===== config.mk =====
export PLATFORM = sky130hd
export DESIGN_NAME = two_ended_quota_work_splitter
export DESIGN_NICKNAME = d
export VERILOG_FILES = /design/src/design/tqws_pkg.sv /design/src/design/two_ended_quota_work_splitter.sv /design/src/design/tqws_ram.sv /design/src/design/tqws_front.sv /design/src/design/tqws_queue.sv /design/src/design/tqws_div.sv /design/src/design/tqws_back.sv
export SDC_FILE = /design/constraint.sdc
export NUM_CORES = 1
export LEC_CHECK = 0
export BUFFER_PORTS_ARGS = -buffer_cell sky130_fd_sc_hd__buf_2
export CAP_MARGIN = 20
export CORE_ASPECT_RATIO = 0.8
export CORE_UTILIZATION = 50
export DETAILED_ROUTE_END_ITERATION = 12
export MAX_ROUTING_LAYER = met4
export PLACE_DENSITY_LB_ADDON = 0.08
export SETUP_SLACK_MARGIN = 0.05
export SLEW_MARGIN = 20
export SYNTH_ARGS = -nofsm -noshare
export SYNTH_HDL_FRONTEND = slang
export SYNTH_SLANG_ARGS = --single-unit

===== constraint.sdc =====
create_clock -name clock -period 5.13 [get_ports clock]
set_input_delay 0.7695 -clock clock [delete_from_list [all_inputs] [get_ports clock]]
set_output_delay 0.7695 -clock clock [all_outputs]
set_load 0.02 [all_outputs]

===== src/design/tqws_pkg.sv =====
`default_nettype none
package tqws_pkg;

   localparam int MAX_WORKERS_DEF = 16;

   localparam int NW_W      = 5;
   localparam int UNIT_W    = 20;
   localparam int CELL_W    = 16;
   localparam int CSR_IDX_W = 2;

   localparam int REQ_TDATA_W = 24;
   localparam int RSP_TDATA_W = 64;
   localparam int RSP_PAD_W   = RSP_TDATA_W - NW_W - 2 * UNIT_W - CELL_W;

   localparam logic [CSR_IDX_W-1:0] REG_NUM_WORKERS = 2'd0;
   localparam logic [CSR_IDX_W-1:0] REG_TOTAL_UNITS = 2'd1;

   localparam logic KIND_START = 1'b0;
   localparam logic KIND_CELL  = 1'b1;

   typedef struct packed {
      logic              kind;
      logic [UNIT_W-1:0] units;
      logic [CELL_W-1:0] cell_no;
   } item_type;

endpackage
`default_nettype wire


===== src/design/two_ended_quota_work_splitter.sv =====
// Splits the work units of each cell among the workers. A start item (tuser 0) divides
// total_units into per-worker quotas with a one-bit-a-cycle divider and then a pass that
// writes the quota RAM one worker a cycle. A cell item (tuser 1) is split in turns of a
// registered read of the quota RAM and an evaluation of it, one turn for each chunk it
// produces and for each zero-quota worker it passes over; an empty cell is taken up with no
// chunk. A two-item queue lets new items be accepted while earlier ones are still being
// split, and each chunk waits in an output register until it is taken. Configuration writes
// are always accepted.
`default_nettype none
module two_ended_quota_work_splitter #(
   parameter int MAX_WORKERS = tqws_pkg::MAX_WORKERS_DEF
) (
   input  wire logic                                 clock,
   input  wire logic                                 reset,
   input  wire logic                                 req_tvalid,
   output logic                                      req_tready,
   // cell_units [19:0], zero padding above.
   input  wire logic [tqws_pkg::REQ_TDATA_W-1:0]     req_tdata,
   // kind [0].
   input  wire logic                                 req_tuser,
   output logic                                      rsp_tvalid,
   input  wire logic                                 rsp_tready,
   // worker [4:0], chunk_units [24:5], first_unit [44:25], cell_number [60:45], zero padding.
   output logic      [tqws_pkg::RSP_TDATA_W-1:0]     rsp_tdata,
   // overflow [0].
   output logic                                      rsp_tuser,
   output logic                                      rsp_tlast,
   input  wire logic                                 csr_valid,
   output logic                                      csr_ready,
   input  wire logic [tqws_pkg::CSR_IDX_W-1:0]       csr_index,
   input  wire logic [tqws_pkg::UNIT_W-1:0]          csr_data
);

   logic [tqws_pkg::NW_W-1:0]   num_workers_ff;
   logic [tqws_pkg::UNIT_W-1:0] total_units_ff;

   logic               queue_full, push, pop, head_valid;
   tqws_pkg::item_type push_item, head_item;

   assign csr_ready = 1'b1;

   always_ff @(posedge clock) begin
      if (reset) begin
         num_workers_ff <= tqws_pkg::NW_W'(1);
         total_units_ff <= '0;
      end else if (csr_valid) begin
         case (csr_index)
            tqws_pkg::REG_NUM_WORKERS: num_workers_ff <= csr_data[tqws_pkg::NW_W-1:0];
            tqws_pkg::REG_TOTAL_UNITS: total_units_ff <= csr_data;
            default: begin
            end
         endcase
      end
   end

   tqws_front u_front (
      .clock      (clock),
      .reset      (reset),
      .req_tvalid (req_tvalid),
      .req_tready (req_tready),
      .req_tdata  (req_tdata),
      .req_tuser  (req_tuser),
      .queue_full (queue_full),
      .push       (push),
      .push_item  (push_item)
   );

   tqws_queue u_queue (
      .clock      (clock),
      .reset      (reset),
      .push       (push),
      .push_item  (push_item),
      .full       (queue_full),
      .pop        (pop),
      .head_valid (head_valid),
      .head_item  (head_item)
   );

   tqws_back #(
      .MAX_WORKERS (MAX_WORKERS)
   ) u_back (
      .clock       (clock),
      .reset       (reset),
      .num_workers (num_workers_ff),
      .total_units (total_units_ff),
      .head_valid  (head_valid),
      .head_item   (head_item),
      .pop         (pop),
      .rsp_tvalid  (rsp_tvalid),
      .rsp_tready  (rsp_tready),
      .rsp_tdata   (rsp_tdata),
      .rsp_tuser   (rsp_tuser),
      .rsp_tlast   (rsp_tlast)
   );

endmodule
`default_nettype wire


===== src/design/tqws_ram.sv =====
`default_nettype none
module tqws_ram #(
   parameter int WIDTH = 1,
   parameter int DEPTH = 2,
   localparam int ADDR_W = (DEPTH > 1) ? $clog2(DEPTH) : 1
) (
   input  wire logic              clock,
   input  wire logic              wr_en,
   input  wire logic [ADDR_W-1:0] wr_addr,
   input  wire logic [WIDTH-1:0]  wr_data,
   input  wire logic [ADDR_W-1:0] rd_addr_a,
   output logic      [WIDTH-1:0]  rd_data_a,
   input  wire logic [ADDR_W-1:0] rd_addr_b,
   output logic      [WIDTH-1:0]  rd_data_b
);

   logic [WIDTH-1:0] mem_ff [DEPTH];

   always_ff @(posedge clock) begin
      if (wr_en) begin
         mem_ff[wr_addr] <= wr_data;
      end
      rd_data_a <= mem_ff[rd_addr_a];
      rd_data_b <= mem_ff[rd_addr_b];
   end

endmodule
`default_nettype wire


===== src/design/tqws_front.sv =====
`default_nettype none
module tqws_front (
   input  wire logic                      clock,
   input  wire logic                      reset,
   input  wire logic                      req_tvalid,
   output logic                           req_tready,
   input  wire logic [tqws_pkg::REQ_TDATA_W-1:0] req_tdata,
   input  wire logic                      req_tuser,
   input  wire logic                      queue_full,
   output logic                           push,
   output tqws_pkg::item_type             push_item
);

   logic [tqws_pkg::CELL_W-1:0] cell_ff;
   logic [tqws_pkg::CELL_W-1:0] cell_in;

   assign req_tready = ~queue_full;
   assign push       = req_tvalid & ~queue_full;

   // Cells are numbered here so that the number travels with the item.
   always_comb begin
      cell_in = cell_ff;
      if (req_tuser == tqws_pkg::KIND_START) begin
         cell_in = '0;
      end else if (cell_ff != '1) begin
         cell_in = cell_ff + 1'b1;
      end
   end

   always_comb begin
      push_item.kind    = req_tuser;
      push_item.units   = req_tdata[tqws_pkg::UNIT_W-1:0];
      push_item.cell_no = cell_in;
   end

   always_ff @(posedge clock) begin
      if (reset) begin
         cell_ff <= '0;
      end else if (push) begin
         cell_ff <= cell_in;
      end
   end

endmodule
`default_nettype wire


===== src/design/tqws_queue.sv =====
`default_nettype none
module tqws_queue (
   input  wire logic               clock,
   input  wire logic               reset,
   input  wire logic               push,
   input  wire tqws_pkg::item_type push_item,
   output logic                    full,
   input  wire logic               pop,
   output logic                    head_valid,
   output tqws_pkg::item_type      head_item
);

   tqws_pkg::item_type slot_ff [2];
   logic       wr_ptr_ff, rd_ptr_ff;
   logic [1:0] count_ff;
   logic       do_push, do_pop;

   assign full       = (count_ff == 2'd2);
   assign head_valid = (count_ff != 2'd0);
   assign head_item  = slot_ff[rd_ptr_ff];
   assign do_push    = push & ~full;
   assign do_pop     = pop & head_valid;

   always_ff @(posedge clock) begin
      if (do_push) begin
         slot_ff[wr_ptr_ff] <= push_item;
      end
   end

   always_ff @(posedge clock) begin
      if (reset) begin
         wr_ptr_ff <= 1'b0;
         rd_ptr_ff <= 1'b0;
         count_ff  <= 2'd0;
      end else begin
         if (do_push) begin
            wr_ptr_ff <= ~wr_ptr_ff;
         end
         if (do_pop) begin
            rd_ptr_ff <= ~rd_ptr_ff;
         end
         if (do_push && !do_pop) begin
            count_ff <= count_ff + 2'd1;
         end else if (do_pop && !do_push) begin
            count_ff <= count_ff - 2'd1;
         end
      end
   end

endmodule
`default_nettype wire


===== src/design/tqws_div.sv =====
`default_nettype none
module tqws_div (
   input  wire logic                        clock,
   input  wire logic                        reset,
   input  wire logic                        start,
   input  wire logic [tqws_pkg::UNIT_W-1:0] dividend,
   input  wire logic [tqws_pkg::NW_W-1:0]   divisor,
   output logic                             busy,
   output logic      [tqws_pkg::UNIT_W-1:0] quotient,
   output logic      [tqws_pkg::NW_W-1:0]   remainder
);

   localparam int CNT_W = $clog2(tqws_pkg::UNIT_W + 1);

   logic [CNT_W-1:0]            cnt_ff, cnt_in;
   logic [tqws_pkg::UNIT_W-1:0] quo_ff, quo_in;
   logic [tqws_pkg::NW_W-1:0]   rem_ff, rem_in;
   logic [tqws_pkg::NW_W-1:0]   dvs_ff, dvs_in;
   logic [tqws_pkg::NW_W:0]     shifted;
   logic                        fits;

   assign busy      = (cnt_ff != '0);
   assign quotient  = quo_ff;
   assign remainder = rem_ff;
   assign shifted   = {rem_ff, quo_ff[tqws_pkg::UNIT_W-1]};
   assign fits      = (shifted >= {1'b0, dvs_ff});

   // Restoring division, one quotient bit a cycle.
   always_comb begin
      cnt_in = cnt_ff;
      quo_in = quo_ff;
      rem_in = rem_ff;
      dvs_in = dvs_ff;
      if (start) begin
         cnt_in = CNT_W'(tqws_pkg::UNIT_W);
         quo_in = dividend;
         rem_in = '0;
         dvs_in = divisor;
      end else if (busy) begin
         cnt_in = cnt_ff - 1'b1;
         quo_in = {quo_ff[tqws_pkg::UNIT_W-2:0], fits};
         rem_in = fits ? tqws_pkg::NW_W'(shifted - {1'b0, dvs_ff})
                       : tqws_pkg::NW_W'(shifted);
      end
   end

   always_ff @(posedge clock) begin
      quo_ff <= quo_in;
      rem_ff <= rem_in;
      dvs_ff <= dvs_in;
   end

   always_ff @(posedge clock) begin
      if (reset) begin
         cnt_ff <= '0;
      end else begin
         cnt_ff <= cnt_in;
      end
   end

endmodule
`default_nettype wire


===== src/design/tqws_back.sv =====
`default_nettype none
module tqws_back #(
   parameter int MAX_WORKERS = tqws_pkg::MAX_WORKERS_DEF
) (
   input  wire logic                            clock,
   input  wire logic                            reset,
   input  wire logic [tqws_pkg::NW_W-1:0]       num_workers,
   input  wire logic [tqws_pkg::UNIT_W-1:0]     total_units,
   input  wire logic                            head_valid,
   input  wire tqws_pkg::item_type              head_item,
   output logic                                 pop,
   output logic                                 rsp_tvalid,
   input  wire logic                            rsp_tready,
   output logic      [tqws_pkg::RSP_TDATA_W-1:0] rsp_tdata,
   output logic                                 rsp_tuser,
   output logic                                 rsp_tlast
);

   localparam int AW = (MAX_WORKERS > 1) ? $clog2(MAX_WORKERS) : 1;
   localparam int PW = $clog2(MAX_WORKERS + 2);

   localparam logic [2:0] S_IDLE = 3'd0;
   localparam logic [2:0] S_DIV  = 3'd1;
   localparam logic [2:0] S_FILL = 3'd2;
   localparam logic [2:0] S_READ = 3'd3;
   localparam logic [2:0] S_EVAL = 3'd4;

   logic [2:0]                  state_ff, state_in;
   logic [PW-1:0]               low_ff, low_in, high_ff, high_in, fill_ff, fill_in;
   logic [tqws_pkg::NW_W-1:0]   nw_ff, nw_in, nw_clamp;
   logic [tqws_pkg::UNIT_W-1:0] rem_ff, rem_in, first_ff, first_in;
   logic [tqws_pkg::CELL_W-1:0] cell_ff, cell_in;

   logic                        out_valid_ff, out_valid_in;
   logic [tqws_pkg::NW_W-1:0]   out_worker_ff, out_worker_in;
   logic [tqws_pkg::UNIT_W-1:0] out_chunk_ff, out_chunk_in, out_first_ff, out_first_in;
   logic [tqws_pkg::CELL_W-1:0] out_cell_ff, out_cell_in;
   logic                        out_ovf_ff, out_ovf_in, out_last_ff, out_last_in;

   logic                        div_start, div_busy;
   logic [tqws_pkg::UNIT_W-1:0] div_quo;
   logic [tqws_pkg::NW_W-1:0]   div_rem;

   logic                        wr_en;
   logic [AW-1:0]               wr_addr, lo_addr, hi_addr;
   logic [tqws_pkg::UNIT_W-1:0] wr_data, q_lo, q_hi;
   logic                        out_free;

   assign lo_addr  = AW'(low_ff - 1'b1);
   assign hi_addr  = AW'(high_ff - 1'b1);
   assign out_free = ~out_valid_ff | rsp_tready;

   always_comb begin
      if (num_workers == '0) begin
         nw_clamp = tqws_pkg::NW_W'(1);
      end else if (32'(num_workers) > MAX_WORKERS) begin
         nw_clamp = tqws_pkg::NW_W'(MAX_WORKERS);
      end else begin
         nw_clamp = num_workers;
      end
   end

   tqws_div u_div (
      .clock     (clock),
      .reset     (reset),
      .start     (div_start),
      .dividend  (total_units),
      .divisor   (nw_clamp),
      .busy      (div_busy),
      .quotient  (div_quo),
      .remainder (div_rem)
   );

   tqws_ram #(
      .WIDTH (tqws_pkg::UNIT_W),
      .DEPTH (MAX_WORKERS)
   ) u_quota (
      .clock     (clock),
      .wr_en     (wr_en),
      .wr_addr   (wr_addr),
      .wr_data   (wr_data),
      .rd_addr_a (lo_addr),
      .rd_data_a (q_lo),
      .rd_addr_b (hi_addr),
      .rd_data_b (q_hi)
   );

   always_comb begin
      state_in      = state_ff;
      low_in        = low_ff;
      high_in       = high_ff;
      fill_in       = fill_ff;
      nw_in         = nw_ff;
      rem_in        = rem_ff;
      first_in      = first_ff;
      cell_in       = cell_ff;
      out_valid_in  = out_valid_ff & ~rsp_tready;
      out_worker_in = out_worker_ff;
      out_chunk_in  = out_chunk_ff;
      out_first_in  = out_first_ff;
      out_cell_in   = out_cell_ff;
      out_ovf_in    = out_ovf_ff;
      out_last_in   = out_last_ff;
      div_start     = 1'b0;
      pop           = 1'b0;
      wr_en         = 1'b0;
      wr_addr       = AW'(fill_ff);
      wr_data       = '0;
      case (state_ff)
         S_IDLE: begin
            if (head_valid) begin
               if (head_item.kind == tqws_pkg::KIND_START) begin
                  div_start = 1'b1;
                  nw_in     = nw_clamp;
                  state_in  = S_DIV;
               end else begin
                  rem_in   = head_item.units;
                  first_in = tqws_pkg::UNIT_W'(1);
                  cell_in  = head_item.cell_no;
                  if (head_item.units == '0) begin
                     pop = 1'b1;
                  end else begin
                     state_in = S_READ;
                  end
               end
            end
         end
         S_DIV: begin
            if (!div_busy) begin
               fill_in  = '0;
               state_in = S_FILL;
            end
         end
         S_FILL: begin
            wr_en = 1'b1;
            if (32'(fill_ff) < 32'(nw_ff)) begin
               wr_data = div_quo + tqws_pkg::UNIT_W'(32'(fill_ff) < 32'(div_rem));
            end
            fill_in = fill_ff + 1'b1;
            if (32'(fill_ff) == MAX_WORKERS - 1) begin
               low_in   = PW'(1);
               high_in  = PW'(nw_ff);
               pop      = 1'b1;
               state_in = S_IDLE;
            end
         end
         S_READ: begin
            state_in = S_EVAL;
         end
         S_EVAL: begin
            if (low_ff > high_ff) begin
               if (out_free) begin
                  out_valid_in  = 1'b1;
                  out_worker_in = '0;
                  out_chunk_in  = rem_ff;
                  out_first_in  = first_ff;
                  out_cell_in   = cell_ff;
                  out_ovf_in    = 1'b1;
                  out_last_in   = 1'b1;
                  pop           = 1'b1;
                  state_in      = S_IDLE;
               end
            end else if (q_lo == '0) begin
               low_in   = low_ff + 1'b1;
               state_in = S_READ;
            end else if (q_hi == '0) begin
               high_in  = high_ff - 1'b1;
               state_in = S_READ;
            end else if (out_free) begin
               out_valid_in = 1'b1;
               out_first_in = first_ff;
               out_cell_in  = cell_ff;
               out_ovf_in   = 1'b0;
               if (rem_ff >= q_lo) begin
                  out_worker_in = tqws_pkg::NW_W'(low_ff);
                  out_chunk_in  = q_lo;
                  out_last_in   = (rem_ff == q_lo);
                  rem_in        = rem_ff - q_lo;
                  first_in      = first_ff + q_lo;
                  low_in        = low_ff + 1'b1;
               end else if (rem_ff >= q_hi) begin
                  out_worker_in = tqws_pkg::NW_W'(high_ff);
                  out_chunk_in  = q_hi;
                  out_last_in   = (rem_ff == q_hi);
                  rem_in        = rem_ff - q_hi;
                  first_in      = first_ff + q_hi;
                  high_in       = high_ff - 1'b1;
               end else begin
                  // The tail is charged against the high worker's quota.
                  out_worker_in = tqws_pkg::NW_W'(high_ff);
                  out_chunk_in  = rem_ff;
                  out_last_in   = 1'b1;
                  rem_in        = '0;
                  wr_en         = 1'b1;
                  wr_addr       = hi_addr;
                  wr_data       = q_hi - rem_ff;
               end
               if (out_last_in) begin
                  pop      = 1'b1;
                  state_in = S_IDLE;
               end else begin
                  state_in = S_READ;
               end
            end
         end
         default: begin
            state_in = S_IDLE;
         end
      endcase
   end

   always_ff @(posedge clock) begin
      fill_ff       <= fill_in;
      nw_ff         <= nw_in;
      rem_ff        <= rem_in;
      first_ff      <= first_in;
      cell_ff       <= cell_in;
      out_worker_ff <= out_worker_in;
      out_chunk_ff  <= out_chunk_in;
      out_first_ff  <= out_first_in;
      out_cell_ff   <= out_cell_in;
      out_ovf_ff    <= out_ovf_in;
      out_last_ff   <= out_last_in;
   end

   always_ff @(posedge clock) begin
      if (reset) begin
         state_ff     <= S_IDLE;
         low_ff       <= PW'(1);
         high_ff      <= '0;
         out_valid_ff <= 1'b0;
      end else begin
         state_ff     <= state_in;
         low_ff       <= low_in;
         high_ff      <= high_in;
         out_valid_ff <= out_valid_in;
      end
   end

   assign rsp_tvalid = out_valid_ff;
   assign rsp_tdata  = {{tqws_pkg::RSP_PAD_W{1'b0}}, out_cell_ff, out_first_ff,
                        out_chunk_ff, out_worker_ff};
   assign rsp_tuser  = out_ovf_ff;
   assign rsp_tlast  = out_last_ff;

endmodule
`default_nettype wire


* Word level (Yosys, flattened, before mapping)
Memory sizes are Yosys's and may differ from the RTL's. A register that Yosys moved wholly into a read port is not among the register bits. Index checks and enable logic that the tools add are counted.
Word-level totals: flip-flop bits (word level) 223, bits in writable memories 394, input port bits 52, output and inout port bits 69, logic and storage cells 263, memories kept 2
Cells by class: add/subtract/negate cells 15, $lt $le $gt $ge 7, equal/unequal tests 30, multiplexer cells 142, bitwise gates (word level) 11, reduce and logical (&&, ||, !) cells 30
Memory list:
- u_back.u_quota.mem_ff | words 16, width 20, rd ports 2, clocked after Yosys merged registers in 2, write ports 1, line tqws_ram.sv:17 | logic [WIDTH-1:0] mem_ff [DEPTH];
- u_queue.slot_ff | words 2, width 37, rd ports 1, clocked after Yosys merged registers in 1, write ports 1, line tqws_queue.sv:13 | tqws_pkg::item_type slot_ff [2];
Operator list (number):
- two-way mux 20 bit | 36
- two-way mux 5 bit | 25
- one-hot mux 20 bit (2 select lines) | 3
- two-way mux 16 bit | 6
- zero test 20 bit | 3
- subtractor 20 bit | 3
- two-way mux 1 bit | 46
- adder 20 bit | 2
- == test 20 bit | 2
- greater-or-equal comparator 20 bit | 2
- two-way mux 3 bit | 10
- one-hot mux 5 bit (2 select lines) | 3
- two-way mux 4 bit | 7
- adder 20 x 1 -> 20 bit | 1
- adder 16 x 1 -> 16 bit (second input constant) | 1
- != test 16 bit (second input constant) | 1
- != test 3 x 1 -> 1 bit (second input constant) | 5
- one-hot mux 3 bit (5 select lines) | 1
- AND reduction 7 bit | 2
- AND reduction 6 bit | 2
- nonzero test 2 bit | 6
- adder 5 x 1 -> 5 bit (second input constant) | 2
- less-than comparator 5 bit | 2
- != test 2 x 1 -> 1 bit (second input constant) | 5
- 35 further kinds | 59

* Longest topological paths before layout
word-level depth 18, depth in mapped cells 24, mapped depth without buffers 22

* Cells and area by module
Synthesis repeated with hierarchy kept, for this count alone.
Second synthesis, totals: cells, all modules 2469, area, all modules 33281.9 sq um
By module, submodules not included:
- tqws_ram | instances 1, cells an instance 723, area each 15342.2 sq um, seq. area each 10410.0 sq um
- tqws_back | instances 1, cells an instance 1191, area each 10938.0 sq um, seq. area each 4154.0 sq um
- tqws_queue | instances 1, cells an instance 140, area each 2886.5 sq um, seq. area each 2322.2 sq um
- tqws_div | instances 1, cells an instance 128, area each 1665.3 sq um, seq. area each 950.9 sq um
- tqws_front | instances 1, cells an instance 178, area each 1328.8 sq um, seq. area each 320.3 sq um
- two_ended_quota_work_splitter | instances 1, cells an instance 109, area each 1121.1 sq um, seq. area each 500.5 sq um

* Least setup slack after synthesis
Ideal clock, no wire load.
path kind flip-flop to flip-flop, from reg u_back.low_ff[0], to reg u_back.first_ff[0] (netlist name) (enable), library setup time 0.428 ns, arrival time 4.754 ns, required time 4.702 ns, path slack -0.052 ns, cell stages (with the launch flop) 12, path buffers 2, clock period less this slack 5.182 ns, cells stage by stage dfxtp_1 -> clkbuf_1 -> buf_1 -> inv_1 -> ha_1 -> nand2_1 -> o22ai_1 -> or2_2 -> inv_2 -> or3_1 -> a22oi_1 -> a21boi_0
On the way: word-level cells in the longest chain between the ends 3
Ends and longest elaborated chain:
- start: declaration | line tqws_back.sv:29 | logic [PW-1:0] low_ff, low_in, high_ff, high_in, fill_ff, fill_in;
- start signal: assignment | line tqws_back.sv:234 | low_ff <= low_in;
- greater-than comparator 5 bit | line tqws_back.sv:151 | if (low_ff > high_ff) begin
- != test 2 bit (no source line)
- AND reduction 8 bit (no source line)
- end signal: assignment | line tqws_back.sv:216 | first_ff <= first_in;
- end: declaration | line tqws_back.sv:31 | logic [tqws_pkg::UNIT_W-1:0] rem_ff, rem_in, first_ff, first_in;
No other way between the ends. A chain may end at the register's enable or synchronous reset.

* Final worst setup path
from reg u_back.rem_ff[0] (netlist name), to reg u_back.first_ff[19] (netlist name) (data pin)
On the way: word-level cells in the longest chain between the ends 7
Ends and longest elaborated chain:
- start: declaration | line tqws_back.sv:31
- start signal: assignment | line tqws_back.sv:215 | rem_ff <= rem_in;
- greater-or-equal comparator 20 bit | line tqws_back.sv:174 | if (rem_ff >= q_lo) begin
- two-way mux 20 bit | line tqws_back.sv:174
- two-way mux 20 bit | line tqws_back.sv:169 | end else if (out_free) begin
- two-way mux 20 bit | line tqws_back.sv:166 | end else if (q_hi == '0) begin
- two-way mux 20 bit | line tqws_back.sv:163 | end else if (q_lo == '0) begin
- two-way mux 20 bit | line tqws_back.sv:151
- one-hot mux 20 bit (2 select lines) | line tqws_back.sv:109 | case (state_ff)
No other way between the ends. The select of a mux whose other input is x is not followed.

==> metrics.cfg <==
[floorplanning]
fp.dieW_um=287.3
core_area_um2=64280
die_area_um2=66160
io_pins=121
start_util=0.5066
die_h_um=230.3
rows=83

[sta]
final-setup-viol-count=0
fin_ws_ps=262.2
timing.final.crit_share=0.9489
relSlewSlack=0.2305
layout_min_cycle_time_ps=4868
drv_slew=0
finalHoldViolCount=0
skew_ps=24.46
fmax_mhz=205.4
rsz0062_at_grt=true
worstMarginPinSlew_ps=1149

[power_and_ir_drop]
power.leakage_nw=13.13
power_density_nw_per_um2=416.1
vdd_drop_max_mv=0.3436
power_mw=15.37

[synth]
synth_seq_area_share=0.5730
ys_ff_latch=658
synth.largest_area_cell=edfxtp_1
netlist.area_leader.share=0.5053
syn_inst=2417
synth_edf_count=548
synth.distinct_cells=78
synthArstFlopShare=0
avgSynthCellArea_um2=13.47
netlist_area_um2=32560
yosys-top-cells-area=edfxtp_1 (51%), mux4_2 (14%), dfxtp_1 (6.8%)
ys_warn_count=0
synth_ff_type=edfxtp_1

[detailed_routing]
routed-wl-met3_um=7005
vias=21260
viasPerCell=6.139
drc=0
drt_wl_total_um=89260
wl_per_cell_um=25.78
drt_pre_antenna_iters=5
ant_nets=0
drt-initial-drc-count=2031
highest_layer=met4
dr_wl_met2_um=39850
wl_met1_um=40530

[grt]
grt-ovfl-total=0
grt_max_degree=57
grt_use_total=0.2823
grt_antenna_before_repair=2
grt_pass1_vias=20610
grt_pass1_wl_um=132600

[finish]
final_common_cell=edfxtp_1
drive_gt1_frac=0.2283
final_cell_mix=edfxtp_1 (548), nand2_1 (245), mux4_2 (200)
finalNetCount=2722
largest_reg_flops=320
post-route-util=0.5748
reg_top3=u_back.u_quota.mem_ff (320), u_queue.slot_ff (74)
area_growth_pct=13.46
fin_cells=3463
largest_register=u_back.u_quota.mem_ff
fin_area_um2=36950

[placed_design]
dp_hpwl_um=61150
placed_area_um2=34530
place_ws_ps=-5.688
numPortBuffers=112
place_inst=3330
globalplace.congestion=0.9489

[clocking]
ctsHtreeMaxLevel=3
worstSkewPairLatency_ps=630
hold_buffers=0
cts_buffer_depth=3
root_buffer=clkbuf_16
cts_buffers=68
cts_sinks=658
cts_tree=yes
path_clk_slew_ps=60

[worst_setup_path]
end_kind=flip-flop
crit_slowest_cell=or4_4
worstPathMaxFanout=24
crit_buf_inv=3
worstPathCellList=inv_1 -> ha_2 -> fa_2 -> nor2b_1 -> o21ba_2 -> o21a_1 -> or4_4 -> a31o_4 -> buf_4 -> buf_12 -> o21ai_0 -> ha_1 -> o21ai_0 -> nand2b_1 -> a31oi_2 -> o21ai_1 -> a21oi_2 -> o21ai_2 -> o41a_1 -> xnor2_1 -> nor2_1
cp_common_cell=o21ai_0
slowest_delay_ps=460
cp.required_ps=5470
crit_type=flip-flop to flip-flop
r2r_setup_slack_ps=260
path_delay_family=compound AO/OA/AOI/OAI gates
arrival_ps=5210
critPathLaunchType=flip-flop

[run]
drv_cap=0

[run_status]
status=finished, final reports clean

[min_path]
min_path_type=input pin to flip-flop

-- worst paths after layout --
| path | startpoint | endpoint | depth (start not counted) |
|---|---|---|---|
| max | u_back.rem_ff[0]$_DFFE_PP_ | u_back.first_ff[19]$_SDFFCE_PN0P_ | 21 |
| min | req_tdata[5] | u_queue.slot_ff[1][21]$_DFFE_PP_ | 1 |
| max reg2reg | u_back.rem_ff[0]$_DFFE_PP_ | u_back.first_ff[19]$_SDFFCE_PN0P_ | 21 |
| min reg2reg | u_back.cell_ff[3]$_DFFE_PP_ | u_back.out_cell_ff[3]$_DFFE_PP_ | 0 |
-- timing repair --
item | 4_1_cts | 5_1_grt
endpoints found under the setup margin | 2 | 7
resized for setup | 3 | 16
pin swaps | 0 | 7
gates cloned | 0 | 0
buffers inserted | 0 | 5
-- cells by family (layout without fill, tap and decap cells) --
family          after synthesis  after routing  synth area share
buf+inv                     251            443           0.02985
compound gates              457            457           0.08791
mux                         247            247            0.1535
fa+ha+maj                   112            112           0.04419
simple gates                588            588           0.08395
flops                       658            658            0.5730
xor+xnor                    102            102           0.02743
other cells                   2              6         0.0002306
-- layout make-up --
class / instances / area, um^2
tap: 850 / 1064
sequential: 658 / 18670
clock buffer: 93 / 1888
antenna: 2 / 5.005
fill: 5128 / 27340
inverter: 120 / 450.4
clock inverter: 30 / 302.8
multi-input combinational: 1510 / 13280
timing repair buffer: 200 / 1294
-- cells in the mapped netlist (11+ instances only) --
cell type / instances
o21ai_0: 100
mux2_2: 18
ha_1: 107
edfxtp_1: 548
nor2_1: 118
nand3_1: 38
a21oi_1: 141
buf_2: 12
nand2_1: 245
inv_1: 118
mux2i_1: 29
nor3_1: 31
a31oi_1: 14
nor2b_1: 19
and2_1: 13
xor2_1: 47
and3_1: 17
dfxtp_1: 110
a21o_1: 26
o22ai_1: 48
nor4_1: 26
nand2b_1: 29
xnor2_1: 55
a21boi_0: 26
o21a_1: 11
buf_1: 22
nand4_1: 14
clkbuf_1: 93
mux4_2: 200
-- power breakdown --
| part | switching [mW] | leakage (nW) | internal (mW) |
|---|---|---|---|
| Clock | 2.10 | 1.06 | 2.81 |
| Combinational | 2.36 | 6.02 | 1.36 |
| Sequential | 0.341 | 6.05 | 6.40 |
| Total | 4.80 | 13.1 | 10.6 |
-- per-stage QoR --
stage / setup TNS (ps) / hold slack (ps)
floorplan: 0 / 400.3
global placement: 0 / 405.3
detailed placement: -5.688 / 405.4
CTS: 0 / 320.0
global route: 0 / 321.9
finish: 0 / 349.3
-- routing by layer --
layer	vias up	global-route usage
met2	831	0.4087
met1	10750	0.4109
met5	-	-
met3	124	0.05794
met4	0	0.06217
li1	9556	-
No activity file was read; power rests on OpenSTA's default activity.
